**config.mk**
```make
export PLATFORM = sky130hd
export DESIGN_NAME = gbs_ctrl
export DESIGN_NICKNAME = d
export VERILOG_FILES = /design/src/sv/gbs_pkg.sv /design/src/sv/gbs_ctrl.sv
export SDC_FILE = /design/constraint.sdc
export NUM_CORES = 1
export LEC_CHECK = 0
export BUFFER_PORTS_ARGS = -buffer_cell sky130_fd_sc_hd__clkbuf_2
export CAP_MARGIN = 20
export CORE_AREA = 3 3 40 42
export CTS_CLUSTER_DIAMETER = 150
export DETAILED_ROUTE_END_ITERATION = 16
export DIE_AREA = 0 0 43 45
export GPL_TIMING_DRIVEN = 0
export SYNTH_ARGS = -nofsm -noshare
export SYNTH_HDL_FRONTEND = slang
export SYNTH_SLANG_ARGS = --single-unit
```
**constraint.sdc**
```tcl
create_clock -name clk -period 2.1 [get_ports clk]
set_clock_uncertainty 0.2 [all_clocks]
set_input_delay 0.315 -clock clk [delete_from_list [all_inputs] [get_ports clk]]
set_output_delay 0.315 -clock clk [all_outputs]
set_load 0.05 [all_outputs]
```
**src/sv/gbs_pkg.sv**
```systemverilog
// shared types and constants for the greedy box suppression core
package gbs_pkg;

  // fixed field widths
  localparam int THR_W    = 9;
  localparam int SLOT_W   = 7;
  localparam int IDX_W    = 16;
  localparam int SCALE_SH = 8;

  localparam logic [THR_W-1:0] THR_RESET = 9'd115;
  localparam logic [IDX_W-1:0] IDX_MAX   = 16'hFFFF;

  typedef enum logic [1:0] {
    ST_IDLE,
    ST_SCAN,
    ST_DRAIN,
    ST_DONE
  } gbs_state_t;

  // controller to datapath
  typedef struct packed {
    logic load;
    logic step;
    logic finish;
  } gbs_cmd_t;

  // datapath to controller
  typedef struct packed {
    logic count_zero;
    logic scan_last;
    logic pipe_busy;
    logic out_free;
  } gbs_stat_t;

endpackage

```
**src/sv/gbs_ctrl.sv**
```systemverilog
// sequencing state machine: accept, scan kept store, drain compares, emit result
module gbs_ctrl
  import gbs_pkg::*;
(
  input  logic      clk,
  input  logic      rst,
  input  logic      in_valid,
  output logic      in_ready,
  input  gbs_stat_t stat,
  output gbs_cmd_t  cmd
);

  gbs_state_t state;
  gbs_state_t state_next;

  always_ff @(posedge clk) begin
    if (rst) begin
      state <= ST_IDLE;
    end else begin
      state <= state_next;
    end
  end

  always_comb begin
    state_next = state;
    unique case (state)
      ST_IDLE: begin
        if (in_valid) state_next = ST_SCAN;
      end
      ST_SCAN: begin
        if (stat.count_zero || stat.scan_last) state_next = ST_DRAIN;
      end
      ST_DRAIN: begin
        if (!stat.pipe_busy) state_next = ST_DONE;
      end
      ST_DONE: begin
        if (stat.out_free) state_next = ST_IDLE;
      end
      default: state_next = ST_IDLE;
    endcase
  end

  always_comb begin
    in_ready   = 1'b0;
    cmd        = '0;
    unique case (state)
      ST_IDLE: begin
        in_ready = 1'b1;
        cmd.load = in_valid;
      end
      ST_SCAN: begin
        cmd.step = !stat.count_zero;
      end
      ST_DRAIN: begin
        cmd = '0;
      end
      ST_DONE: begin
        cmd.finish = stat.out_free;
      end
      default: cmd = '0;
    endcase
  end

endmodule

```
==> flow_metrics.py <==
metrics = {
    "floorplanning": {
        "dieArea_mm2": 0.00194,
        "io_pins": 11,
        "rows": 13,
        "die_y_um": 45,
        "die_width_um": 43,
        "core-area_mm2": 0.00128,
        "start_util_pct": 18.3,
    },
    "min_path": {
        "worstHoldStart": "rst",
        "hold_path_class": "in2reg",
    },
    "critical_path": {
        "worstSetupEndpointType": "output pin",
        "cp_slowest_cell": "dfxtp_1",
        "slowest_delay_ns": 0.37,
        "worstPathArrival_ns": 1.27,
        "critPathLaunch": "state[0]$_SDFFE_PP0P_",
        "worstSetupStartpointType": "flip-flop",
        "r2r_start": "state[0]$_SDFFE_PP0P_",
        "crit_path_cell_trace": "inv_1, ha_1, and2_1, clkbuf_2",
        "critPathKind": "reg2out",
        "cp_max_fo": 4,
        "required_ns": 1.58,
    },
    "clock_network": {
        "cts_made_buffers": 3,
        "post_cts_resized": 0,
        "postCtsSetupBuffers": 0,
        "clockRootBuffer": "clkbuf_4",
        "cts_tree": "done",
        "path_clk_slew_ns": 0.03,
        "worstSkewPairLatency_ns": 0.23,
        "cts_hold_buf": 0,
        "cts.htree.levels": 1,
        "cts_buffer_depth": 2,
        "clock_sinks": 2,
    },
    "timing": {
        "slew_headroom_pct": 77.8,
        "slew_violations": 0,
        "rsz0062_at_grt": "no",
        "fin_crit_sh_pct": 85.1,
        "hold_viol_final": 0,
        "finalCriticalPeriod_ns": 1.79,
        "finalSetupViolCount": 0,
        "holdWs_ns": 0.199,
        "tightest_slew_ns": 0.333,
        "finalSetupTns_ns": 0,
        "fin_ws_ns": 0.312,
        "fmax_mhz": 559,
    },
    "yosys": {
        "synth_seq_cells": 2,
        "yosysTopAreaCell": "ha_1",
        "yosysTopAreaCellShare_pct": 26.6,
        "syn_inst": 23,
        "synth_fp_nets": 35,
        "synth_area_um2": 235,
        "avgSynthCellArea_um2": 10.2,
        "yosysSeqAreaShare_pct": 17.0,
        "synth-warning-count": 0,
        "synth_cell_types": 11,
        "synthTopCellsByArea": "ha_1, dfxtp_1, a2111oi_4",
    },
    "cells_and_area": {
        "ff_latch_area_um2": 40.0,
        "top_regs": "state x2",
        "insertedDiodeCount": 0,
        "largest_register_ffs": 2,
        "fill_cells": 147,
        "nets": 50,
        "multi_input_area_um2": 184,
        "layout-area-overhead-vs-synth_pct": 38.8,
        "top_register": "state",
        "fin_area_um2": 327,
        "final_layout_size_suffix_gt1_share_pct": 44.4,
    },
    "routing": {
        "drtPass1Iterations": 1,
        "route.detailed.drc": 0,
        "vias": 188,
        "wirelength_um": 420,
        "drt_iter0_drc": 0,
        "antenna_left": 0,
        "viasPerCell": 3.69,
        "wire_per_inst_um": 8.24,
    },
    "global_route": {
        "grt_usage_pct": 5.15,
        "grt_pass1_vias": 191,
        "gr-total-overflow": 0,
        "grt_pass1_wl_um": 717,
        "antenna_found_initial": 0,
        "grt_max_degree": 5,
    },
    "power": {
        "leakage_nw": 0.166,
        "total_power_uw": 464,
        "cellPowerDensity_mw_per_mm2": 1420,
        "ir_drop_mv": 0.410,
    },
    "job": {
        "timing.max_cap.violations": 0,
    },
    "placed_design": {
        "placed_cell_area_um2": 304,
        "place_congestion": 0.707,
        "post-place-ws_ns": 0.368,
        "port_buffers": 10,
    },
    "run_status": {
        "status": "finished clean",
    },
}
[synth_stat cells]
cell	instances
ha_1	5
nor2b_1	2
a2111oi_4	1
o21bai_1	1
and2_4	1
mux2i_1	2
nand2b_1	3
and2_1	2
inv_1	3
nor2b_4	1
dfxtp_1	2
[kinds of logic (layout without fill, tap and decap cells)]
logic type      after synthesis  in the layout  share of synthesized area (%)
simple gates                  9              9                           28.2
fa+ha+maj                     5              5                           26.6
buf+inv                       3             16                           4.79
compound gates                2              2                           14.9
mux                           2              2                           8.51
flops                         2              2                           17.0
[layout make-up]
type	count	share of cell area, %
multi-input combinational	18	56.3
sequential	2	12.3
inverter	3	3.45
timing repair buffer	10	15.3
tap	15	5.75
clock buffer	3	6.90
[where the power goes]
group | internal (mW) | switching [mW]
combinational | 0.115 | 0.187
clock | 0.0631 | 0.0222
sequential | 0.0567 | 0.0196
total | 0.235 | 0.229
[placed cells by master (no fill, tap or decap)]
master / count
inv_1: 3
nand2b_1: 3
nor2b_1: 2
and2_4: 1
nor2b_4: 1
dfxtp_1: 2
o21bai_1: 1
clkbuf_4: 3
and2_1: 2
clkbuf_2: 10
a2111oi_4: 1
ha_1: 5
mux2i_1: 2
[through the flow]
stage	instances	util, %
after global placement	48	23.7
after detailed placement	48	23.7
after global routing	51	25.4
final	51	25.4
after CTS	51	25.4
after floorplan	23	-
[worst max-delay path, delay by kind of cell, from the launching register on]
kind                       cells  cell delay, ns
and+or+nand+nor                1            0.13
buffers and inverters          2            0.33
DFF                            1            0.37
adders and majority gates      1            0.22
[path summary, 6_finish.rpt]
| kind | end | slack [ns] | depth (start not counted) |
|---|---|---|---|
| worst min-delay path | state[1]$_SDFFE_PP0P_ | 0.20 | 3 |
| worst max register to register | state[0]$_SDFFE_PP0P_ | 0.39 | 5 |
| worst min register to register | state[1]$_SDFFE_PP0P_ | 0.32 | 2 |
| worst max-delay path | cmd[2] | 0.31 | 4 |
[metal layers]
layer	wire length [um]	vias up	global-route usage, %
li1	-	101	-
met1	190	75	5.50
met2	161	12	7.49
met3	68	0	4.38
met4	0	0	1.81
met5	0	-	0
(Power assumes the default switching activity.)
